File: src/design/ccm_pkg.sv
// shared types and constants for the complex correlation magnitude block
`timescale 1ns / 1ps

package ccm_pkg;

   // default longest block, in sample pairs
   localparam int unsigned DEF_MAX_ITEMS = 4096;

   localparam int unsigned SAMPLE_W = 16;
   // mean of the conjugate products: magnitude never above 2^31
   localparam int unsigned MEAN_W   = 33;
   localparam int unsigned PROD_W   = 2 * MEAN_W;
   localparam int unsigned SQ_W     = 64;
   // radicand is the sum of squares shifted down by 30
   localparam int unsigned RAD_SHIFT = 30;
   localparam int unsigned RAD_W    = SQ_W - RAD_SHIFT;
   localparam int unsigned ROOT_W   = RAD_W / 2;
   localparam int unsigned REM_W    = ROOT_W + 3;
   localparam int unsigned MAG_W    = 16;
   localparam int unsigned MAC_STEPS  = 5;
   localparam int unsigned SQ_STEPS   = 3;
   localparam int unsigned ROOT_STEPS = ROOT_W;
   localparam int unsigned STEP_W   = $clog2(ROOT_STEPS);

   typedef enum logic [3:0] {
      ST_IDLE,
      ST_MAC,
      ST_DIV_RE,
      ST_WAIT_RE,
      ST_DIV_IM,
      ST_WAIT_IM,
      ST_SQUARE,
      ST_ROOT,
      ST_OUT
   } ccm_state_type;

endpackage

File: src/design/ccm_udiv.sv
// iterative restoring divider, one quotient bit per cycle
`timescale 1ns / 1ps

module ccm_udiv #(
   parameter int unsigned NUM_W = 45,
   parameter int unsigned DEN_W = 13
) (
   input  logic             clock,
   input  logic             reset,
   input  logic             start,
   input  logic [NUM_W-1:0] numer,
   input  logic [DEN_W-1:0] denom,
   output logic             done,
   output logic [NUM_W-1:0] quot
);

   localparam int unsigned CNT_W = $clog2(NUM_W + 1);

   logic             busy_ff, busy_in;
   logic             done_ff, done_in;
   logic [CNT_W-1:0] cnt_ff, cnt_in;
   logic [DEN_W-1:0] rem_ff, rem_in;
   logic [NUM_W-1:0] quot_ff, quot_in;
   logic [DEN_W:0]   shifted;
   logic [DEN_W:0]   diff;
   logic             fits;

   // partial remainder takes the next dividend bit, quotient bit shifts in below
   assign shifted = {rem_ff, quot_ff[NUM_W-1]};
   assign diff    = shifted - {1'b0, denom};
   assign fits    = shifted >= {1'b0, denom};

   always_comb begin
      busy_in = busy_ff;
      done_in = 1'b0;
      cnt_in  = cnt_ff;
      rem_in  = rem_ff;
      quot_in = quot_ff;
      if (start && !busy_ff) begin
         busy_in = 1'b1;
         cnt_in  = CNT_W'(NUM_W);
         rem_in  = '0;
         quot_in = numer;
      end else if (busy_ff) begin
         rem_in  = fits ? diff[DEN_W-1:0] : shifted[DEN_W-1:0];
         quot_in = {quot_ff[NUM_W-2:0], fits};
         cnt_in  = cnt_ff - CNT_W'(1);
         if (cnt_ff == CNT_W'(1)) begin
            busy_in = 1'b0;
            done_in = 1'b1;
         end
      end
   end

   always_ff @(posedge clock) begin
      if (reset) begin
         busy_ff <= 1'b0;
         done_ff <= 1'b0;
         cnt_ff  <= '0;
      end else begin
         busy_ff <= busy_in;
         done_ff <= done_in;
         cnt_ff  <= cnt_in;
      end
   end

   always_ff @(posedge clock) begin
      rem_ff  <= rem_in;
      quot_ff <= quot_in;
   end

   assign done = done_ff;
   assign quot = quot_ff;

endmodule

File: src/design/complex_correlation_magnitude.sv
// Complex cross-correlation magnitude: accumulates x * conj(y) over a block of Q15 sample
// pairs and, on the last pair of a block (or when the count reaches MAX_ITEMS), gives
// floor(|mean|) as unsigned Q1.15 saturated at 65535, then clears its sums and count.
// One 33x33 multiplier does every product, so each sample pair passes through the ready
// state that takes the beat, four products and the final accumulate, and the input is not
// ready again until the pair is done. A pair that ends a block adds the two divisions of the
// restoring divider (ACC_W = clog2(MAX_ITEMS) + 33, so 45 by default), the squaring, the
// square root and the load of the output register once it is free. A finished result waits
// in the output register while new pairs are taken.
`timescale 1ns / 1ps

module complex_correlation_magnitude #(
   parameter int unsigned MAX_ITEMS = ccm_pkg::DEF_MAX_ITEMS
) (
   input  logic        clock,
   input  logic        reset,
   input  logic        req_tvalid,
   output logic        req_tready,
   input  logic [63:0] req_tdata,   // x_re, x_im, y_re, y_im
   input  logic        req_tlast,   // last
   output logic        rsp_tvalid,
   input  logic        rsp_tready,
   output logic [15:0] rsp_tdata    // magnitude
);

   import ccm_pkg::*;

   localparam int unsigned CNT_W = $clog2(MAX_ITEMS + 1);
   localparam int unsigned ACC_W = $clog2(MAX_ITEMS) + 33;

   ccm_state_type state_ff, state_in;

   logic [STEP_W-1:0]        step_ff, step_in;
   logic [CNT_W-1:0]         count_ff, count_in;
   logic signed [ACC_W-1:0]  acc_re_ff, acc_re_in;
   logic signed [ACC_W-1:0]  acc_im_ff, acc_im_in;
   logic signed [SAMPLE_W-1:0] x_re_ff, x_im_ff, y_re_ff, y_im_ff;
   logic                     last_ff;
   logic signed [MEAN_W-1:0] mean_re_ff, mean_re_in;
   logic signed [MEAN_W-1:0] mean_im_ff, mean_im_in;
   logic signed [PROD_W-1:0] prod_ff;
   logic [SQ_W-1:0]          sq_ff, sq_in;
   logic [RAD_W-1:0]         rad_ff, rad_in;
   logic [REM_W-1:0]         rem_ff, rem_in;
   logic [ROOT_W-1:0]        root_ff, root_in;
   logic                     rsp_valid_ff, rsp_valid_in;
   logic [MAG_W-1:0]         rsp_data_ff, rsp_data_in;

   logic                     accept;
   logic signed [MEAN_W-1:0] mul_a, mul_b;
   logic signed [ACC_W-1:0]  add_base, add_term, add_sum;
   logic [CNT_W-1:0]         count_next;
   logic                     block_end;
   logic                     div_start, div_done;
   logic [ACC_W-1:0]         div_num, div_quot;
   logic signed [ACC_W-1:0]  div_src;
   logic signed [MEAN_W-1:0] div_mean;
   logic [REM_W-1:0]         rem_sh, trial;
   logic                     rem_fits;
   logic                     out_free;

   assign accept   = req_tvalid && req_tready;
   assign out_free = !rsp_valid_ff || rsp_tready;

   // shared multiplier, always registered
   always_comb begin
      mul_a = MEAN_W'(x_re_ff);
      mul_b = MEAN_W'(y_re_ff);
      if (state_ff == ST_SQUARE) begin
         mul_a = (step_ff == '0) ? mean_re_ff : mean_im_ff;
         mul_b = mul_a;
      end else begin
         unique case (step_ff)
            STEP_W'(0): begin
               mul_a = MEAN_W'(x_re_ff);
               mul_b = MEAN_W'(y_re_ff);
            end
            STEP_W'(1): begin
               mul_a = MEAN_W'(x_im_ff);
               mul_b = MEAN_W'(y_im_ff);
            end
            STEP_W'(2): begin
               mul_a = MEAN_W'(x_im_ff);
               mul_b = MEAN_W'(y_re_ff);
            end
            default: begin
               mul_a = MEAN_W'(x_re_ff);
               mul_b = MEAN_W'(y_im_ff);
            end
         endcase
      end
   end

   always_ff @(posedge clock) begin
      prod_ff <= mul_a * mul_b;
   end

   // one accumulator adder: real sum on steps 1 and 2, imaginary on 3 and 4
   assign add_base = (step_ff <= STEP_W'(2)) ? acc_re_ff : acc_im_ff;
   assign add_term = (step_ff == STEP_W'(MAC_STEPS - 1)) ? -prod_ff[ACC_W-1:0]
                                                         : prod_ff[ACC_W-1:0];
   assign add_sum  = add_base + add_term;

   assign count_next = count_ff + CNT_W'(1);
   assign block_end  = last_ff || (count_next == CNT_W'(MAX_ITEMS));

   // divider takes magnitudes, sign restored on the way out
   assign div_src   = (state_ff == ST_DIV_RE || state_ff == ST_WAIT_RE) ? acc_re_ff : acc_im_ff;
   assign div_num   = div_src[ACC_W-1] ? ACC_W'(-div_src) : ACC_W'(div_src);
   assign div_start = (state_ff == ST_DIV_RE) || (state_ff == ST_DIV_IM);
   assign div_mean  = div_src[ACC_W-1] ? -$signed(div_quot[MEAN_W-1:0])
                                       : $signed(div_quot[MEAN_W-1:0]);

   ccm_udiv #(
      .NUM_W (ACC_W),
      .DEN_W (CNT_W)
   ) u_div (
      .clock (clock),
      .reset (reset),
      .start (div_start),
      .numer (div_num),
      .denom (count_ff),
      .done  (div_done),
      .quot  (div_quot)
   );

   // digit-by-digit square root, two radicand bits per step
   assign rem_sh   = {rem_ff[REM_W-3:0], rad_ff[RAD_W-1 -: 2]};
   assign trial    = REM_W'({root_ff, 2'b01});
   assign rem_fits = rem_sh >= trial;

   always_comb begin
      state_in     = state_ff;
      step_in      = step_ff;
      count_in     = count_ff;
      acc_re_in    = acc_re_ff;
      acc_im_in    = acc_im_ff;
      mean_re_in   = mean_re_ff;
      mean_im_in   = mean_im_ff;
      sq_in        = sq_ff;
      rad_in       = rad_ff;
      rem_in       = rem_ff;
      root_in      = root_ff;
      rsp_valid_in = rsp_valid_ff && !rsp_tready;
      rsp_data_in  = rsp_data_ff;
      req_tready   = 1'b0;

      unique case (state_ff)
         ST_IDLE: begin
            req_tready = 1'b1;
            if (accept) begin
               state_in = ST_MAC;
               step_in  = '0;
            end
         end
         ST_MAC: begin
            step_in = step_ff + STEP_W'(1);
            if (step_ff != '0) begin
               if (step_ff <= STEP_W'(2)) begin
                  acc_re_in = add_sum;
               end else begin
                  acc_im_in = add_sum;
               end
            end
            if (step_ff == STEP_W'(MAC_STEPS - 1)) begin
               count_in = count_next;
               step_in  = '0;
               state_in = block_end ? ST_DIV_RE : ST_IDLE;
            end
         end
         ST_DIV_RE: begin
            state_in = ST_WAIT_RE;
         end
         ST_WAIT_RE: begin
            if (div_done) begin
               mean_re_in = div_mean;
               state_in   = ST_DIV_IM;
            end
         end
         ST_DIV_IM: begin
            state_in = ST_WAIT_IM;
         end
         ST_WAIT_IM: begin
            if (div_done) begin
               mean_im_in = div_mean;
               state_in   = ST_SQUARE;
               step_in    = '0;
            end
         end
         ST_SQUARE: begin
            step_in = step_ff + STEP_W'(1);
            if (step_ff == STEP_W'(1)) begin
               sq_in = prod_ff[SQ_W-1:0];
            end
            if (step_ff == STEP_W'(SQ_STEPS - 1)) begin
               sq_in    = sq_ff + prod_ff[SQ_W-1:0];
               rad_in   = RAD_W'((sq_ff + prod_ff[SQ_W-1:0]) >> RAD_SHIFT);
               rem_in   = '0;
               root_in  = '0;
               step_in  = '0;
               state_in = ST_ROOT;
            end
         end
         ST_ROOT: begin
            step_in = step_ff + STEP_W'(1);
            rad_in  = {rad_ff[RAD_W-3:0], 2'b00};
            rem_in  = rem_fits ? rem_sh - trial : rem_sh;
            root_in = {root_ff[ROOT_W-2:0], rem_fits};
            if (step_ff == STEP_W'(ROOT_STEPS - 1)) begin
               step_in  = '0;
               state_in = ST_OUT;
            end
         end
         ST_OUT: begin
            if (out_free) begin
               rsp_valid_in = 1'b1;
               rsp_data_in  = root_ff[ROOT_W-1] ? {MAG_W{1'b1}} : root_ff[MAG_W-1:0];
               acc_re_in    = '0;
               acc_im_in    = '0;
               count_in     = '0;
               state_in     = ST_IDLE;
            end
         end
         default: begin
            state_in = ST_IDLE;
         end
      endcase
   end

   always_ff @(posedge clock) begin
      if (reset) begin
         state_ff     <= ST_IDLE;
         step_ff      <= '0;
         count_ff     <= '0;
         acc_re_ff    <= '0;
         acc_im_ff    <= '0;
         rsp_valid_ff <= 1'b0;
      end else begin
         state_ff     <= state_in;
         step_ff      <= step_in;
         count_ff     <= count_in;
         acc_re_ff    <= acc_re_in;
         acc_im_ff    <= acc_im_in;
         rsp_valid_ff <= rsp_valid_in;
      end
   end

   always_ff @(posedge clock) begin
      if (accept) begin
         x_re_ff <= req_tdata[15:0];
         x_im_ff <= req_tdata[31:16];
         y_re_ff <= req_tdata[47:32];
         y_im_ff <= req_tdata[63:48];
         last_ff <= req_tlast;
      end
      mean_re_ff  <= mean_re_in;
      mean_im_ff  <= mean_im_in;
      sq_ff       <= sq_in;
      rad_ff      <= rad_in;
      rem_ff      <= rem_in;
      root_ff     <= root_in;
      rsp_data_ff <= rsp_data_in;
   end

   assign rsp_tvalid = rsp_valid_ff;
   assign rsp_tdata  = rsp_data_ff;

endmodule
File: config.mk
export PLATFORM = sky130hd
export DESIGN_NAME = complex_correlation_magnitude
export DESIGN_NICKNAME = d
export VERILOG_FILES = /design/src/design/ccm_pkg.sv /design/src/design/ccm_udiv.sv /design/src/design/complex_correlation_magnitude.sv
export SDC_FILE = /design/constraint.sdc
export NUM_CORES = 2
export LEC_CHECK = 0
export BUFFER_PORTS_ARGS = -buffer_cell sky130_fd_sc_hd__clkbuf_2
export CAP_MARGIN = 20
export CORE_MARGIN = 4
export CORE_UTILIZATION = 66
export DETAILED_ROUTE_END_ITERATION = 8
export PLACE_DENSITY_LB_ADDON = 0.2
export SLEW_MARGIN = 0
export SYNTH_ARGS = -nofsm -noshare
export SYNTH_HDL_FRONTEND = slang
export SYNTH_HIERARCHICAL = 1
export SYNTH_SLANG_ARGS = --single-unit
File: constraint.sdc
create_clock -name clock -period 12.4 [get_ports clock]
set_input_delay 1.24 -clock clock [delete_from_list [all_inputs] [get_ports clock]]
set_output_delay 1.24 -clock clock [all_outputs]
set_load 0.02 [all_outputs]
==> results.toml <==
[status]
status = "finished, final reports clean"

[worst_setup_path]
cp.arrival_ps = 12370
start_kind = "register"
cp_max_fo = 16
cpMostUsedCell = "fa_1"
slowest_delay_ps = 920
reg2reg_depth = 32
cp.required_ps = 12920
critPathKind = "reg2reg"
crit_slowest_cell = "nor2_1"
end_kind = "register"

[detailed_routing]
drt-total-wl_mm = 207
drt_iter0_drc = 5623
viasPerCell = 6.13
antenna_left = 0
drc_errors = 0
wl_per_cell_um = 23.4
firstDrtPassIters = 6
vias = 54300

[clock_tree]
clk_pin_slew_worst_paths_ps = 60
clk_latency_ps = 680
clockRootBuffer = "clkbuf_16"
ctsHtreeMaxLevel = 2
cts_hold_buffers = 0
cts.path.max_buffers = 3
cts.sink_count = 523
cts_buffers = 57
postCtsSetupBuffers = 0
cts_tree = "built"
cts_resized = 0

[global_routing]
overflow = 0
grt_max_degree = 99
grt_pass1_vias = 55800
antenna_found_initial = 5
grt_usage = 0.391
grt_pass1_wl_mm = 323

[logic_synthesis]
synthArstFlopShare = 0
ys_seq_area_frac = 0.201
synth_nets = 9058
synth_top_family_by_area = "adder cells"
synth_simple_gate_area_share = 0.150
synth_enable_flop_cells = 325
yosysTopAreaCellShare = 0.331
synth_fa_ha_area_frac = 0.397
synth-xor-area-share = 0.0410
muxShareOfSynthArea = 0.0273
synth-seq-cells = 523
synth_area_um2 = 68200
synthTopCellsByArea = "fa_1 33%, edfxtp_1 14%, inv_1 6.8%, ha_1 6.6%, dfxtp_1 5.8%"
yosys.area.top_type = "fa_1"
synth.distinct_cells = 112
yosys-top-cells-count = "1,244 x inv_1, 1,128 x fa_1, 986 x nand2_1"
synth_compound_area_frac = 0.0948
yosysWarnings = 6
synth_most_common_cell = "inv_1"
syn_inst = 7500
avgSynthCellArea_um2 = 9.10
ys_dominant_reg_cell = "edfxtp_1"

[timing]
setup-violations-final = 0
slew_headroom = 0.160
tightest_slew_ps = 1250
fin_skew_ps = 70.4
rsz0062_at_grt = "no"
max_freq_ghz = 0.0844
maxSlewViolCount = 0
finalCritPeriodShare = 0.955
final_period_minus_worst_setup_slack_ps = 11850
hold_viol_final = 0
tns_ps = 0

[die]
io_pins = 87
dieArea_um2 = 109000
start_util = 0.668
core_area_um2 = 102000
placement_rows = 117
die_y_um = 329
die_w_um = 329

[min_path]
hp-class = "reg2reg"
hold_depth = 2

[flow_run]
drv_cap = 0

[place]
dp_hpwl_mm = 166
gp_congestion = 1.07
dp_cells = 8741
dpl_cell_area_um2 = 70100
io_buffers = 86

[final_layout]
instances_no_fill = 8855
final_area_um2 = 72200
area_growth_pct = 5.79
drive_gt1_frac = 0.0664
fin_nets = 8996
fillCellCount = 7933
==> final cells by class <==
cell class | instances | area (µm²) | area share
Antenna cell | 1 | 2.50 | 0.0000347
Clock buffer | 81 | 1630 | 0.0226
Clock inverter | 26 | 377 | 0.00522
Inverter | 1249 | 4690 | 0.0650
Multi-Input combinational cell | 5394 | 48600 | 0.674
Sequential cell | 523 | 13700 | 0.190
Tap cell | 1368 | 1710 | 0.0237
Timing Repair Buffer | 213 | 1430 | 0.0197
==> layer usage <==
layer  wire, µm  up-vias  global-route usage
li1           -    23800                   -
met1      78100    26900               0.514
met2      91800     2944               0.600
met3      23500      701               0.103
met4      13400        2               0.204
met5         13        -                   0
==> final timing paths <==
kind	startpoint	end	slack (ps)
hold reg to reg	acc_re_ff[4]	acc_re_ff[4]	470
setup / recovery	step_ff[0]	prod_ff[56]	550
hold / removal	acc_re_ff[4]	acc_re_ff[4]	470
setup reg to reg	step_ff[0]	prod_ff[56]	550
==> metrics by stage <==
step	hold slack, ps	worst slack (ps)	util
finish	466	554	0.706
CTS	466	590	0.705
global placement	450	706	0.686
floorplan	437	2800	-
global route	491	0.248	0.706
detailed placement	458	644	0.686
==> cells in the final DEF (no fill, tap or decap), drive strengths merged, types with 12 or more instances in the layout <==
cell	count
a21oi	326
xor2	118
o22ai	21
nand3b	12
clkinv	16
o31ai	30
nor2	873
buf	128
mux2	104
o21bai	35
and3	57
and2	39
o21a	36
dfxtp	198
o21ai	268
ha	361
a31oi	49
xnor2	201
a211oi	29
nand2b	30
a21o	96
nand2	989
nor4	14
nand3	137
nor3	84
or3	31
nor2b	23
clkbuf	166
edfxtp	325
o211ai	12
inv	1251
nand4	45
fa	1128
mux2i	69
==> worst max-delay path: cells and delay by family (launching register included) <==
kind / cells / cell delay, ps
AOI/OAI and AO/OA: 6 / 2250
adders and majority gates: 10 / 4880
buffers and inverters: 6 / 860
DFF: 1 / 430
and+or+nand+nor: 10 / 3230
==> sequential cells by signal (all words and copies together), names as in the netlist, 4 cells and up <==
name          count
state_ff          4
u_div/cnt_ff      6
rem_ff           18
count_ff         13
u_div/rem_ff     13
mean_re_ff       33
prod_ff          64
y_im_ff          16
acc_im_ff        45
x_im_ff          16
u_div/quot       45
rsp_tdata        16
x_re_ff          16
root_ff          17
sq_ff            64
y_re_ff          16
acc_re_ff        45
rad_ff           34
step_ff           5
mean_im_ff       33
==> cells by family after synthesis <==
kind of cell | after synthesis
xor gates and xnor gates | 319
and+or+nand+nor | 2384
AOI/OAI and AO/OA | 1029
adders and majority gates | 1489
DFF | 523
muxes | 173
buffers and inverters | 1583
Power is not shown: default switching activity piles up to over one toggle a cycle in this logic, so the estimate is an artifact.
